[src/rtl/core/lsbg_pkg.sv]
`timescale 1ns / 1ps
`default_nettype none
// ----------------------------------------------------------------------------
// LED scanner bar graph package
// Shared widths, command and register codes, state and result types, and
// the thermometer threshold table of the LED scanner with bar graph.
// ----------------------------------------------------------------------------
package lsbg_pkg;

   localparam int NUM_LEDS    = 10;
   localparam int SAMPLE_BITS = 10;
   localparam int SAMPLE_MAX  = (1 << SAMPLE_BITS) - 1;
   localparam int BAR_STEPS   = 10;

   localparam int DOT_BITS    = 4;
   localparam int TICK_BITS   = 3;
   localparam int SECOND_BITS = 8;
   localparam int THRESH_BITS = 10;
   localparam int CSR_IDX_BITS  = 2;
   localparam int CSR_DATA_BITS = 10;
   localparam int BAR_CNT_BITS  = 5;

   localparam logic [THRESH_BITS-1:0] SPEED_THRESHOLD_RESET = 10'd614;
   localparam logic [TICK_BITS-1:0]   SLOW_DIVIDER_RESET    = 3'd4;
   localparam logic [SECOND_BITS-1:0] MODE_PERIOD_RESET     = 8'd16;
   localparam logic [TICK_BITS-1:0]   TICK_MAX              = 3'd7;

   typedef enum logic [1:0] {
      CMD_FAST_TICK   = 2'd0,
      CMD_SECOND_TICK = 2'd1,
      CMD_SAMPLE      = 2'd2,
      CMD_IDLE        = 2'd3
   } cmd_type;

   typedef enum logic [CSR_IDX_BITS-1:0] {
      REG_SPEED_THRESHOLD = 2'd0,
      REG_SLOW_DIVIDER    = 2'd1,
      REG_MODE_PERIOD     = 2'd2,
      REG_UNUSED          = 2'd3
   } reg_index_type;

   typedef struct packed {
      logic [THRESH_BITS-1:0] speed_threshold;
      logic [TICK_BITS-1:0]   slow_divider;
      logic [SECOND_BITS-1:0] mode_period;
   } cfg_type;

   typedef struct packed {
      logic [DOT_BITS-1:0]    dot_position;
      logic                   moving_down;
      logic [TICK_BITS-1:0]   tick_count;
      logic [SECOND_BITS-1:0] second_count;
      logic                   inverted_mode;
      logic [SAMPLE_BITS-1:0] latest_sample;
      logic                   sample_pending;
      logic [NUM_LEDS-1:0]    shown_pattern;
   } state_type;

   typedef struct packed {
      logic [NUM_LEDS-1:0] led_pattern;
      logic                pattern_changed;
   } result_type;

   // Bar length k applies below the k-th tenth of full scale.
   function automatic logic [SAMPLE_BITS-1:0] bar_threshold(input int unsigned k);
      bar_threshold = SAMPLE_BITS'((SAMPLE_MAX * k) / BAR_STEPS);
   endfunction

endpackage
`default_nettype wire

[src/rtl/core/lsbg_req_if.sv]
`timescale 1ns / 1ps
`default_nettype none
// ----------------------------------------------------------------------------
// Event channel interface
// Valid/ready channel carrying one event: command, sample and button level.
// ----------------------------------------------------------------------------
interface lsbg_req_if;
   logic                            valid;
   logic                            ready;
   logic [1:0]                      cmd;
   logic [lsbg_pkg::SAMPLE_BITS-1:0] sample;
   logic                            button_pressed;

   modport source (output valid, output cmd, output sample, output button_pressed,
                   input ready);
   modport sink (input valid, input cmd, input sample, input button_pressed,
                 output ready);
endinterface
`default_nettype wire

[src/rtl/core/lsbg_rsp_if.sv]
`timescale 1ns / 1ps
`default_nettype none
// ----------------------------------------------------------------------------
// Result channel interface
// Valid/ready channel carrying the LED drive word and the change flag.
// ----------------------------------------------------------------------------
interface lsbg_rsp_if;
   logic                         valid;
   logic                         ready;
   logic [lsbg_pkg::NUM_LEDS-1:0] led_pattern;
   logic                         pattern_changed;

   modport source (output valid, output led_pattern, output pattern_changed,
                   input ready);
   modport sink (input valid, input led_pattern, input pattern_changed,
                 output ready);
endinterface
`default_nettype wire

[src/rtl/core/lsbg_csr_if.sv]
`timescale 1ns / 1ps
`default_nettype none
// ----------------------------------------------------------------------------
// Register write interface
// Valid/ready write channel carrying a register index and write data.
// ----------------------------------------------------------------------------
interface lsbg_csr_if;
   logic                               valid;
   logic                               ready;
   logic [lsbg_pkg::CSR_IDX_BITS-1:0]  index;
   logic [lsbg_pkg::CSR_DATA_BITS-1:0] data;

   modport source (output valid, output index, output data, input ready);
   modport sink (input valid, input index, input data, output ready);
endinterface
`default_nettype wire

[src/rtl/core/lsbg_update.sv]
`timescale 1ns / 1ps
`default_nettype none
// ----------------------------------------------------------------------------
// LED scanner next-state logic
// Applies one event to the scanner state and forms the result beat.
// ----------------------------------------------------------------------------
module lsbg_update (
   input  wire logic [1:0]                        cmd,
   input  wire logic [lsbg_pkg::SAMPLE_BITS-1:0]  sample,
   input  wire logic                              button_pressed,
   input  wire lsbg_pkg::cfg_type                 cfg,
   input  wire lsbg_pkg::state_type               cur,
   output lsbg_pkg::state_type                    nxt,
   output lsbg_pkg::result_type                   result
);

   logic [lsbg_pkg::TICK_BITS-1:0]    tick_inc;
   logic [lsbg_pkg::SECOND_BITS-1:0]  second_inc;
   logic [15:0]                       dot_onehot;
   logic [lsbg_pkg::NUM_LEDS-1:0]     dot_bit;
   logic [lsbg_pkg::DOT_BITS-1:0]     dot_moved;
   logic                              do_step;
   logic [lsbg_pkg::SAMPLE_BITS-1:0]  bar_sample;
   logic [lsbg_pkg::BAR_CNT_BITS-1:0] bar_count;
   logic [lsbg_pkg::NUM_LEDS-1:0]     bar_pattern;
   logic                              changed;

   always_comb begin
      tick_inc   = (cur.tick_count < lsbg_pkg::TICK_MAX) ? cur.tick_count + 3'd1
                                                        : lsbg_pkg::TICK_MAX;
      second_inc = cur.second_count + 8'd1;
      dot_onehot = 16'd1 << cur.dot_position;
      dot_bit    = dot_onehot[lsbg_pkg::NUM_LEDS-1:0];
      dot_moved  = cur.moving_down ? cur.dot_position - 4'd1 : cur.dot_position + 4'd1;
      do_step    = !button_pressed &&
                   ((cur.latest_sample <= cfg.speed_threshold) ||
                    (tick_inc >= cfg.slow_divider));
      // The bar uses the sample as left by this event's own update.
      bar_sample = (cmd == lsbg_pkg::CMD_SAMPLE) ? sample : cur.latest_sample;
   end

   // Thermometer length: first tenth of full scale that the sample lies below.
   always_comb begin
      bar_count = lsbg_pkg::BAR_CNT_BITS'(lsbg_pkg::BAR_STEPS);
      for (int k = lsbg_pkg::BAR_STEPS - 1; k >= 1; k--) begin
         if (bar_sample < lsbg_pkg::bar_threshold(k)) begin
            bar_count = lsbg_pkg::BAR_CNT_BITS'(k);
         end
      end
      if (bar_count > lsbg_pkg::BAR_CNT_BITS'(lsbg_pkg::NUM_LEDS)) begin
         bar_count = lsbg_pkg::BAR_CNT_BITS'(lsbg_pkg::NUM_LEDS);
      end
      for (int i = 0; i < lsbg_pkg::NUM_LEDS; i++) begin
         bar_pattern[i] = (lsbg_pkg::BAR_CNT_BITS'(i) < bar_count);
      end
   end

   always_comb begin
      nxt     = cur;
      changed = 1'b0;
      case (cmd)
         lsbg_pkg::CMD_FAST_TICK: begin
            nxt.tick_count = tick_inc;
            if (do_step) begin
               nxt.shown_pattern = cur.inverted_mode ? ~dot_bit : dot_bit;
               nxt.dot_position  = dot_moved;
               if (dot_moved >= lsbg_pkg::DOT_BITS'(lsbg_pkg::NUM_LEDS - 1) ||
                   dot_moved == '0) begin
                  nxt.moving_down = !cur.moving_down;
               end
               nxt.tick_count = '0;
               changed        = 1'b1;
            end
         end
         lsbg_pkg::CMD_SECOND_TICK: begin
            nxt.second_count = second_inc;
            if (second_inc >= cfg.mode_period) begin
               nxt.inverted_mode = !cur.inverted_mode;
               nxt.second_count  = '0;
            end
         end
         lsbg_pkg::CMD_SAMPLE: begin
            nxt.latest_sample  = sample;
            nxt.sample_pending = 1'b1;
         end
         default: begin
         end
      endcase

      if (button_pressed && nxt.sample_pending) begin
         nxt.shown_pattern  = bar_pattern;
         nxt.sample_pending = 1'b0;
         changed            = 1'b1;
      end

      result.led_pattern     = nxt.shown_pattern;
      result.pattern_changed = changed;
   end

endmodule
`default_nettype wire

[src/rtl/core/led_scanner_bar_graph.sv]
// Path: an event beat once taken waits in the input register; the update then fills
// the result register once it is free or draining, and that register drives the result beat.
// Throughput: one event per cycle while results drain; the scanner state updates
// combinationally, so only a stalled result channel holds the input back.
// Reset (synchronous): registers return to 614 / 4 / 16, scanner state clears
// to dot at LED 0 moving up, normal display, all LEDs off, no sample pending.
`timescale 1ns / 1ps
`default_nettype none
// ----------------------------------------------------------------------------
// LED scanner with bar graph
// Bouncing-dot scanner with timed display inversion and a thermometer bar
// driven by converter samples while the button is held.
// ----------------------------------------------------------------------------
module led_scanner_bar_graph (
   input wire logic   clock,
   input wire logic   reset,
   lsbg_req_if.sink   req_chan,
   lsbg_rsp_if.source rsp_chan,
   lsbg_csr_if.sink   csr_chan
);

   lsbg_pkg::cfg_type    cfg_ff;
   lsbg_pkg::state_type  state_ff;
   lsbg_pkg::state_type  state_in;
   lsbg_pkg::result_type result_in;
   lsbg_pkg::result_type result_ff;

   logic                            in_valid_ff;
   logic [1:0]                      in_cmd_ff;
   logic [lsbg_pkg::SAMPLE_BITS-1:0] in_sample_ff;
   logic                            in_button_ff;
   logic                            rsp_valid_ff;
   logic                            advance;
   logic                            req_take;

   // The held event moves on whenever the result register is free or draining.
   assign advance  = in_valid_ff && (!rsp_valid_ff || rsp_chan.ready);
   assign req_take = req_chan.valid && req_chan.ready;

   assign req_chan.ready           = !in_valid_ff || advance;
   assign rsp_chan.valid           = rsp_valid_ff;
   assign rsp_chan.led_pattern     = result_ff.led_pattern;
   assign rsp_chan.pattern_changed = result_ff.pattern_changed;
   assign csr_chan.ready           = 1'b1;

   lsbg_update u_update (
      .cmd            (in_cmd_ff),
      .sample         (in_sample_ff),
      .button_pressed (in_button_ff),
      .cfg            (cfg_ff),
      .cur            (state_ff),
      .nxt            (state_in),
      .result         (result_in)
   );

   always_ff @(posedge clock) begin
      if (reset) begin
         cfg_ff.speed_threshold <= lsbg_pkg::SPEED_THRESHOLD_RESET;
         cfg_ff.slow_divider    <= lsbg_pkg::SLOW_DIVIDER_RESET;
         cfg_ff.mode_period     <= lsbg_pkg::MODE_PERIOD_RESET;
      end else if (csr_chan.valid) begin
         case (csr_chan.index)
            lsbg_pkg::REG_SPEED_THRESHOLD: begin
               cfg_ff.speed_threshold <= csr_chan.data[lsbg_pkg::THRESH_BITS-1:0];
            end
            lsbg_pkg::REG_SLOW_DIVIDER: begin
               cfg_ff.slow_divider <= csr_chan.data[lsbg_pkg::TICK_BITS-1:0];
            end
            lsbg_pkg::REG_MODE_PERIOD: begin
               cfg_ff.mode_period <= csr_chan.data[lsbg_pkg::SECOND_BITS-1:0];
            end
            default: begin
            end
         endcase
      end
   end

   always_ff @(posedge clock) begin
      if (reset) begin
         in_valid_ff  <= 1'b0;
         rsp_valid_ff <= 1'b0;
         state_ff     <= '0;
      end else begin
         if (req_take) begin
            in_valid_ff <= 1'b1;
         end else if (advance) begin
            in_valid_ff <= 1'b0;
         end
         if (advance) begin
            rsp_valid_ff <= 1'b1;
            state_ff     <= state_in;
         end else if (rsp_chan.ready) begin
            rsp_valid_ff <= 1'b0;
         end
      end
   end

   always_ff @(posedge clock) begin
      if (req_take) begin
         in_cmd_ff    <= req_chan.cmd;
         in_sample_ff <= req_chan.sample;
         in_button_ff <= req_chan.button_pressed;
      end
      if (advance) begin
         result_ff <= result_in;
      end
   end

endmodule
`default_nettype wire
[src/flat_wrapper.sv]
// flat-port wrapper written by rule: the top's interface ports become plain ports
module led_scanner_bar_graph_flat 
  (clock, reset, req_chan_valid, req_chan_cmd, req_chan_sample, req_chan_button_pressed, req_chan_ready, rsp_chan_valid, rsp_chan_led_pattern, rsp_chan_pattern_changed, rsp_chan_ready, csr_chan_valid, csr_chan_index, csr_chan_data, csr_chan_ready);
  lsbg_req_if req_chan_i ();
  lsbg_rsp_if rsp_chan_i ();
  lsbg_csr_if csr_chan_i ();
  input wire logic clock;
  input wire logic reset;
  input wire logic [$bits(req_chan_i.valid)-1:0] req_chan_valid;
  input wire logic [$bits(req_chan_i.cmd)-1:0] req_chan_cmd;
  input wire logic [$bits(req_chan_i.sample)-1:0] req_chan_sample;
  input wire logic [$bits(req_chan_i.button_pressed)-1:0] req_chan_button_pressed;
  output wire logic [$bits(req_chan_i.ready)-1:0] req_chan_ready;
  output wire logic [$bits(rsp_chan_i.valid)-1:0] rsp_chan_valid;
  output wire logic [$bits(rsp_chan_i.led_pattern)-1:0] rsp_chan_led_pattern;
  output wire logic [$bits(rsp_chan_i.pattern_changed)-1:0] rsp_chan_pattern_changed;
  input wire logic [$bits(rsp_chan_i.ready)-1:0] rsp_chan_ready;
  input wire logic [$bits(csr_chan_i.valid)-1:0] csr_chan_valid;
  input wire logic [$bits(csr_chan_i.index)-1:0] csr_chan_index;
  input wire logic [$bits(csr_chan_i.data)-1:0] csr_chan_data;
  output wire logic [$bits(csr_chan_i.ready)-1:0] csr_chan_ready;
  assign req_chan_i.valid = req_chan_valid;
  assign req_chan_i.cmd = req_chan_cmd;
  assign req_chan_i.sample = req_chan_sample;
  assign req_chan_i.button_pressed = req_chan_button_pressed;
  assign req_chan_ready = req_chan_i.ready;
  assign rsp_chan_valid = rsp_chan_i.valid;
  assign rsp_chan_led_pattern = rsp_chan_i.led_pattern;
  assign rsp_chan_pattern_changed = rsp_chan_i.pattern_changed;
  assign rsp_chan_i.ready = rsp_chan_ready;
  assign csr_chan_i.valid = csr_chan_valid;
  assign csr_chan_i.index = csr_chan_index;
  assign csr_chan_i.data = csr_chan_data;
  assign csr_chan_ready = csr_chan_i.ready;
  led_scanner_bar_graph u_core (.clock(clock), .reset(reset), .req_chan(req_chan_i), .rsp_chan(rsp_chan_i), .csr_chan(csr_chan_i));
endmodule
[config.mk]
export PLATFORM = sky130hd
export DESIGN_NAME = led_scanner_bar_graph_flat
export DESIGN_NICKNAME = d
export VERILOG_FILES = /design/src/rtl/core/lsbg_pkg.sv /design/src/rtl/core/lsbg_req_if.sv /design/src/rtl/core/lsbg_rsp_if.sv /design/src/rtl/core/lsbg_csr_if.sv /design/src/rtl/core/lsbg_update.sv /design/src/rtl/core/led_scanner_bar_graph.sv /design/src/flat_wrapper.sv
export SDC_FILE = /design/constraint.sdc
export NUM_CORES = 1
export LEC_CHECK = 0
export CORE_ASPECT_RATIO = 0.6
export CORE_MARGIN = 4
export CORE_UTILIZATION = 25
export DETAILED_ROUTE_END_ITERATION = 8
export DONT_BUFFER_PORTS = 1
export GPL_TIMING_DRIVEN = 0
export PLACE_DENSITY_LB_ADDON = 0.05
export SETUP_SLACK_MARGIN = 0.02
export SKIP_CTS_REPAIR_TIMING = 1
export SYNTH_ARGS = -nofsm -noshare
export SYNTH_HDL_FRONTEND = slang
export SYNTH_SLANG_ARGS = --single-unit
[constraint.sdc]
create_clock -name clock -period 3.65 [get_ports clock]
set_input_delay 0.1825 -clock clock [delete_from_list [all_inputs] [get_ports clock]]
set_output_delay 0.1825 -clock clock [all_outputs]
set_load 0.02 [all_outputs]
Yosys cells after proc, flatten, opt, wreduce, memory -nomap -nowiden
Index checks and enable logic that the tools add are counted.
{"block": "totals", "input_bits": 30, "output_inout_bits": 14, "reg_bits": 85, "latch_bits": 0, "memories": 0, "ramBits": 0, "elab_cells": 106, "romBits": 0}
{"block": "classes", "n_eq_ne": 4, "mux": 26, "magnitude_cmp": 25, "n_shift": 1, "bitwise_logic": 1, "multipliers": 0, "add_sub_neg": 4, "n_div": 0, "reduce_logical": 27}
{"operator": "$mux 5", "n": 9}
{"operator": "$lt 10x10->1 const B", "n": 4}
{"operator": "$mux 10", "n": 4}
{"operator": "$lt 10x9->1 const B", "n": 3}
{"operator": "$lt 3x5->1 const A", "n": 4}
{"operator": "$reduce_and 2->1", "n": 6}
{"operator": "$mux 11", "n": 1}
{"operator": "$le 10x10->1", "n": 1}
{"operator": "$lt 1x5->1 const A", "n": 2}
{"operator": "$lt 10x7->1 const B", "n": 1}
{"operator": "$lt 10x8->1 const B", "n": 1}
{"operator": "$lt 2x5->1 const A", "n": 2}
{"operator": "$lt 4x5->1 const A", "n": 2}
{"operator": "$not 10->10", "n": 1}
{"operator": "$shl 1x4->10 const A", "n": 1}
{"operator": "$mux 9", "n": 1}
{"operator": "$add 8x1->8 const B", "n": 1}
{"operator": "$ge 8x8->1", "n": 1}
{"operator": "$mux 1", "n": 7}
{"operator": "$mux 3", "n": 2}
{"operator": "$reduce_and 3->1", "n": 2}
{"operator": "$gt 5x4->1 const B", "n": 1}
{"operator": "$logic_not 1->1", "n": 5}
{"operator": "$add 4x1->4 const B", "n": 1}
{"operator": "other kinds (15)", "n": 25}

Depth between registers and ports, before layout
Gate-level depths: netlist of run 1.
{"block": "depth", "ltp_word": 16, "ltp_mapped": 12, "depth_no_buf": 11}

By module
From an unflattened synthesis of run 1, not the netlist that was laid out.
{"block": "hier_totals", "cells_unflattened": 619, "area_unflattened_um2": 5408.9}
{"mod": "led_scanner_bar_graph", "area_per_inst_um2": 3304.4, "cells_per_inst": 287, "instances": 1, "seq_area_each_um2": 1941.9}
{"mod": "lsbg_update", "area_per_inst_um2": 2104.5, "cells_per_inst": 332, "instances": 1, "seq_area_each_um2": 0.0}

Least setup slack after synthesis of run 1
OpenSTA, ideal clock, no wires.
{"block": "synth_timing", "kind": "register to register", "from": "register u_core.state_ff[30] (netlist bit)", "to": "register u_core.result_ff, in the netlist u_core.rsp_chan.led_pattern[0], data pin", "setup_ns": 0.267, "arrival_ns": 2.272, "setup_slack_ns": 1.111, "t_required_ns": 3.383, "path_stages_with_launch": 11, "path_buffers": 1, "synth_period_minus_slack_ns": 2.539, "path_cell_list": "dfxtp_1 > ha_1 > a31o_2 > ha_1 > o21ai_0 > a21oi_1 > nor4_1 > o22ai_2 > buf_2 > o21ai_0 > nand2_1"}
{"element": "from (decl)", "line_no": "led_scanner_bar_graph.sv:23", "text": "lsbg_pkg::state_type state_ff;"}
{"element": "from (signal assigned)", "line_no": "led_scanner_bar_graph.sv:91", "text": "state_ff <= state_in;"}
{"element": "to (signal assigned)", "line_no": "led_scanner_bar_graph.sv:105", "text": "result_ff <= result_in;"}
{"element": "to (decl)", "line_no": "led_scanner_bar_graph.sv:26", "text": "lsbg_pkg::result_type result_ff;"}

==> results of run 1 <==
-- cell usage after synthesis, types with 6 or more instances --
cell / instances / area share
edfxtp_1: 24 / 0.15
nand3_1: 9 / 0.0091
nor3_1: 17 / 0.017
inv_1: 32 / 0.024
mux2i_1: 30 / 0.060
o211ai_1: 7 / 0.011
xor2_1: 7 / 0.012
nor4_1: 6 / 0.0076
o21ai_0: 32 / 0.032
a21oi_1: 28 / 0.028
ha_1: 27 / 0.068
nor2_1: 74 / 0.056
nand2b_1: 9 / 0.011
dfxtp_1: 61 / 0.25
o21a_1: 10 / 0.015
nand2_1: 46 / 0.035
xnor2_1: 17 / 0.030
clkbuf_1: 14 / 0.011
-- worst max-delay path, stage by stage (launching register included) --
cell	delay [ns]
dfxtp_1	0.40
ha_1	0.26
a31o_2	0.24
ha_1	0.26
o21ai_0	0.14
a21oi_1	0.06
nor4_1	0.54
o22ai_2	0.22
buf_2	0.24
nand2_1	0.07
nand2_1	0.05
o21ai_0	0.36
-- state kept, by name (all words and copies together), names as in the netlist --
name / flops
u_core.state_ff: 38
u_core.rsp_chan.led_pattern: 10
u_core.in_valid_ff: 1
u_core.in_button_ff: 1
u_core.in_sample_ff: 10
u_core.cfg_ff: 21
u_core.rsp_chan.valid: 1
u_core.rsp_chan.pattern_changed: 1
u_core.in_cmd_ff: 2
-- through the flow --
| stage | hold slack (ns) | utilization |
|---|---|---|
| 2_1_floorplan | 0.281 | - |
| 4_1_cts | -0.0959 | 0.290 |
| 5_1_grt | 0.00123 | 0.302 |
| 6_report | -0.0231 | 0.302 |
| 3_5_place_dp | 0.281 | 0.275 |
| 3_3_place_gp | 0.281 | 0.275 |
-- cell type report --
class	count	area (um2)
Timing Repair Buffer	23	230
Tap cell	266	333
Clock buffer	12	246
Inverter	32	120
Buffer	27	138
Clock inverter	4	47.5
Multi-Input combinational cell	411	2770
Sequential cell	85	1940
Fill cell	2039	13400
-- cell families (layout without fill, tap and decap cells) --
group,count (synthesis),count (layout)
buf+inv,59,98
simple gates,200,200
flops,85,85
compound gates,126,126
mux,32,32
fa+ha+maj,28,28
xor+xnor,24,24
other cells,1,1
-- routing by layer --
metal  GRT usage  part of all wire
met1       0.210              0.57
met2       0.176              0.37
met3      0.0362             0.042
met4      0.0352             0.012
met5           0                 0
-- layout by cell type (no fill, tap or decap), types with 6 or more instances in the layout --
cell type,instances
xnor2_1,17
o211ai_1,7
dlygate4sd3_1,23
o21a_1,10
dfxtp_1,61
clkbuf_16,9
nand3_1,9
edfxtp_1,24
nor2_1,74
o21ai_0,32
a21oi_1,28
nand2b_1,9
mux2i_1,30
ha_1,27
clkbuf_1,16
xor2_1,7
inv_1,32
nand2_1,46
nor3_1,17
nor4_1,6
-- path summary, 6_finish.rpt --
check / slack [ns] / from / to
setup / recovery: 0.56 / u_core.state_ff[30] / u_core.rsp_chan.led_pattern[9]
hold / removal: -0.02 / csr_chan_data[7] / u_core.cfg_ff[18]
setup reg to reg: 0.56 / u_core.state_ff[30] / u_core.rsp_chan.led_pattern[9]
hold reg to reg: 0.48 / u_core.state_ff[23] / u_core.state_ff[23]
-- where the power goes --
group	internal (mW)	leakage [nW]	switching, mW
registers	1.01	0.727	0.0395
logic	0.0938	1.37	0.140
clock network	0.548	0.143	0.397
==> impl_metrics.py, run 1 <==
metrics = {
    "run_status": {
        "status": "complete, but fails checks",
        "violations": "negative hold slack",
    },
    "sta": {
        "final.setup.tns_ns": 0,
        "slew_viol_final": 0,
        "hold_violations": 8,
        "max_freq_mhz": 323,
        "relSlewSlack": 0.231,
        "setup_slack_ns": 0.558,
        "setup_viol": 0,
        "tightestPinTransition_ns": 1.15,
        "fin_crit_ns": 3.09,
        "holdWs_ns": -0.0231,
        "rsz0062_at_grt": "false",
        "period_share": 0.847,
        "clock_skew_ns": 0.0118,
    },
    "global_routing": {
        "grt_pass1_wl_mm": 22.8,
        "antenna_found_initial": 0,
        "overflow": 0,
        "grt_pass1_vias": 3887,
        "track_usage": 0.134,
        "grt_max_degree": 21,
    },
    "yosys": {
        "synth_fa_ha_area_frac": 0.0720,
        "syn_inst": 555,
        "async_flop_share": 0,
        "yosysWarnings": 0,
        "synthSimpleGateAreaFrac": 0.201,
        "synth-edff-count": 24,
        "ys_seq_elements": 85,
        "seq_area_frac_synth": 0.391,
        "synth-compound-area-share": 0.176,
        "yosys.area_share.xor_xnor": 0.0423,
        "synth_cell_types": 68,
        "synth-main-ff-cell": "dfxtp_1",
        "synth_top_family_by_area": "simple AND/OR/NAND/NOR gates",
        "synth.mux.area_fraction": 0.0650,
        "syn_avg_cell_area_um2": 8.95,
        "syn_area_um2": 4970,
        "syn_nets": 613,
    },
    "critical_path": {
        "end_kind": "register",
        "start_kind": "register",
        "required_ns": 3.77,
        "arrival_ns": 3.21,
        "cp_max_fo": 10,
        "critPathKind": "reg -> reg",
        "reg2regPathDepth": 11,
    },
    "clock_network": {
        "path_clk_slew_ns": 0.07,
        "ctsHtreeMaxLevel": 3,
        "numCtsBuffers": 9,
        "clk_path_buf_depth": 2,
        "root_buffer": "clkbuf_16",
        "cts_tree": "built",
        "clk-insertion-delay-late_ns": 0.36,
        "cts_num_sinks": 85,
    },
    "power_and_ir_drop": {
        "leakage_nw": 2.24,
        "p_total_mw": 2.23,
        "power.density_nw_per_um2": 382,
        "vdd_drop_max_mv": 0.215,
    },
    "floorplan": {
        "start_util": 0.258,
        "dieArea_um2": 22300,
        "std_cell_rows": 39,
        "die_w_um": 190,
        "dieHeight_um": 117,
        "coreArea_um2": 19300,
        "io-pin-count": 44,
    },
    "placed_design": {
        "dpl_cell_area_um2": 5300,
        "hpwlAfterDp_mm": 11.0,
        "numPortBuffers": 0,
        "pre_cts_slack_ns": 0.625,
        "routabilityCongestion": 0.784,
        "post-place-cells": 821,
    },
    "route": {
        "wl_per_cell_um": 16.8,
        "vias": 4077,
        "viasPerCell": 4.74,
        "route.detailed.drc": 0,
        "ant_nets": 0,
        "firstDrtPassIters": 5,
        "wl_mm": 14.5,
        "drt_iter0_drc": 251,
    },
    "finish": {
        "nNetsFinal": 647,
        "area_growth_pct": 17.2,
        "drive_gt1_frac": 0.0741,
        "final_area_um2": 5830,
        "n_antenna_cell": 0,
        "final_cells": 860,
    },
    "min_path": {
        "holdPathStages": 2,
        "hp-class": "in -> reg",
    },
    "flow_run": {
        "max_cap_viol_count": 0,
    },
}
Power figures use the tool's default switching activity.
==> run 2, diff against run 1 <==
==> constraint.sdc (replaced) <==
create_clock -name clock -period 2.7 [get_ports clock]
set_input_delay 0.135 -clock clock [delete_from_list [all_inputs] [get_ports clock]]
set_output_delay 0.135 -clock clock [all_outputs]
set_load 0.02 [all_outputs]
==> run 2 against run 1 <==
  * The run now ends clean
  * Global-route usage did not move
  * Final area increased by 3.7%
  * Largest power group unchanged
  * Clock skew down 0.0012 ns
  * Hold slack better by 0.042 ns
  * Sequential share of layout area shrank 0.97 points
  * Register-to-register slack worse by 0.42 ns
  * Die area unchanged
  * Via count grew 0.56%
  * Clock power up 35%
  * Total power up 36%
  * Sequential cell count unchanged
  * Clock-buffer cell count unchanged
  * Largest cell class unchanged
==> impl_metrics.py, run 2 (synthesized netlist as in run 1, its figures left out) <==
metrics = {
    "global_routing": {
        "antenna_found_initial": 0,
        "grt_pass1_wl_mm": 22.8,
        "overflow": 0,
        "grt_max_degree": 21,
        "track_usage": 0.134,
        "grt_pass1_vias": 3887,
    },
    "floorplan": {
        "io-pin-count": 44,
        "die_w_um": 190,
        "coreArea_um2": 19300,
        "start_util": 0.258,
        "std_cell_rows": 39,
        "dieArea_um2": 22300,
        "dieHeight_um": 117,
    },
    "placed_design": {
        "numPortBuffers": 0,
        "post-place-cells": 821,
        "dpl_cell_area_um2": 5300,
        "routabilityCongestion": 0.784,
        "hpwlAfterDp_mm": 11.0,
        "pre_cts_slack_ns": -0.325,
    },
    "sta": {
        "max_freq_mhz": 390,
        "setup_viol": 0,
        "setup_slack_ns": 0.139,
        "period_share": 0.949,
        "clock_skew_ns": 0.0106,
        "final.setup.tns_ns": 0,
        "holdWs_ns": 0.0185,
        "rsz0062_at_grt": "true",
        "slew_viol_final": 0,
        "tightestPinTransition_ns": 1.14,
        "relSlewSlack": 0.238,
        "fin_crit_ns": 2.56,
        "hold_violations": 0,
    },
    "finish": {
        "largest_register_ffs": 38,
        "drive_gt1_frac": 0.123,
        "final_cells": 866,
        "largest_register": "u_core.state_ff",
        "fillCellCount": 2029,
        "layout_common_cells": "nor2_1, dfxtp_1, nand2_1",
        "multi_input_area_um2": 2910,
        "nNetsFinal": 653,
        "final_common_cell": "nor2_1",
        "final_util": 0.313,
        "area_growth_pct": 21.5,
        "final_area_um2": 6040,
        "n_antenna_cell": 0,
        "reg_top3": "u_core.state_ff x38, u_core.cfg_ff x21",
        "regArea_um2": 1950,
    },
    "critical_path": {
        "setup.worst_path.start": "u_core.state_ff[30]",
        "critPathKind": "reg -> reg",
        "end_kind": "register",
        "regToRegStartpoint": "u_core.state_ff[30]",
        "required_ns": 2.86,
        "cp_max_fo": 7,
        "arrival_ns": 2.73,
        "start_kind": "register",
    },
    "power_and_ir_drop": {
        "leakage_nw": 2.29,
        "vdd_drop_max_mv": 0.292,
        "swShare": 0.260,
        "power_frac_comb": 0.113,
        "power.density_nw_per_um2": 502,
        "p_total_mw": 3.03,
        "p_int_mw": 2.24,
        "p_sw_mw": 0.788,
        "seqPwrFrac": 0.467,
        "p_clk_frac": 0.420,
    },
    "clock_network": {
        "clk_path_buf_depth": 2,
        "root_buffer": "clkbuf_16",
        "numCtsBuffers": 9,
        "path_clk_slew_ns": 0.07,
        "cts_num_sinks": 85,
        "ctsHtreeMaxLevel": 3,
        "clk-insertion-delay-late_ns": 0.36,
        "cts_tree": "built",
    },
    "min_path": {
        "hp-class": "in -> reg",
        "holdCritStartpoint": "rsp_chan_ready",
    },
    "route": {
        "wl_mm": 14.7,
        "wl_per_cell_um": 17.0,
        "firstDrtPassIters": 5,
        "vias": 4100,
        "route.detailed.drc": 0,
        "ant_nets": 0,
        "viasPerCell": 4.73,
        "drt_iter0_drc": 367,
    },
    "run_status": {
        "status": "finished, final reports clean",
    },
    "flow_run": {
        "max_cap_viol_count": 0,
    },
}
==> run 2: cell count changes in the layout (fill, tap and decap cells not counted), moves of 3 or more <==
cell	change
dfxtp_1	-4
nor4_2	+4
o21ai_1	+3
ha_1	-3
buf_4	+6
nor4_1	-4
o21ai_0	-5
dfxtp_4	+3
==> run 2: worst paths after layout <==
| kind | endpoint | slack (ns) | depth (start not counted) |
|---|---|---|---|
| worst max-delay path | u_core.rsp_chan.led_pattern[3] | 0.14 | 12 |
| worst min-delay path | u_core.rsp_chan.valid | 0.02 | 3 |
| worst max register to register | u_core.rsp_chan.led_pattern[3] | 0.14 | 12 |
| worst min register to register | u_core.state_ff[7] | 0.48 | 2 |
==> run 2: per-layer routing <==
layer,routed length (um),vias to the layer above,track usage,share of wire
li1,-,2071,-,-
met1,8350,1936,0.210,0.57
met2,5610,80,0.176,0.38
met3,603,13,0.0362,0.041
met4,144,0,0.0352,0.0098
met5,0,-,0,0
==> run 2: final cells by class <==
cell class | instances | area share
Buffer | 27 | 0.0255
Clock buffer | 12 | 0.0408
Clock inverter | 4 | 0.00787
Inverter | 32 | 0.0199
Multi-Input combinational cell | 411 | 0.481
Sequential cell | 85 | 0.324
Tap cell | 266 | 0.0551
Timing Repair Buffer | 29 | 0.0460
==> run 2: worst max-delay path, stage by stage, from the launching register on <==
cell	delay, ns
dfxtp_4	0.37
ha_4	0.23
a31o_4	0.22
ha_4	0.21
o21ai_1	0.15
a21oi_2	0.06
nor4_2	0.25
buf_4	0.18
o22ai_4	0.11
buf_4	0.21
nand2_1	0.06
nand2_1	0.07
o21ai_0	0.26
==> run 2: power by group through the flow <==
stage / clock [mW] / combinational, mW / sequential (mW)
3_5_place_dp: 0 / 0.288 / 1.45
3_3_place_gp: 0 / 0.286 / 1.45
2_1_floorplan: 0 / 0.214 / 1.43
5_1_grt: 1.37 / 0.385 / 1.42
4_1_cts: 1.32 / 0.289 / 1.42
6_report: 1.27 / 0.344 / 1.41
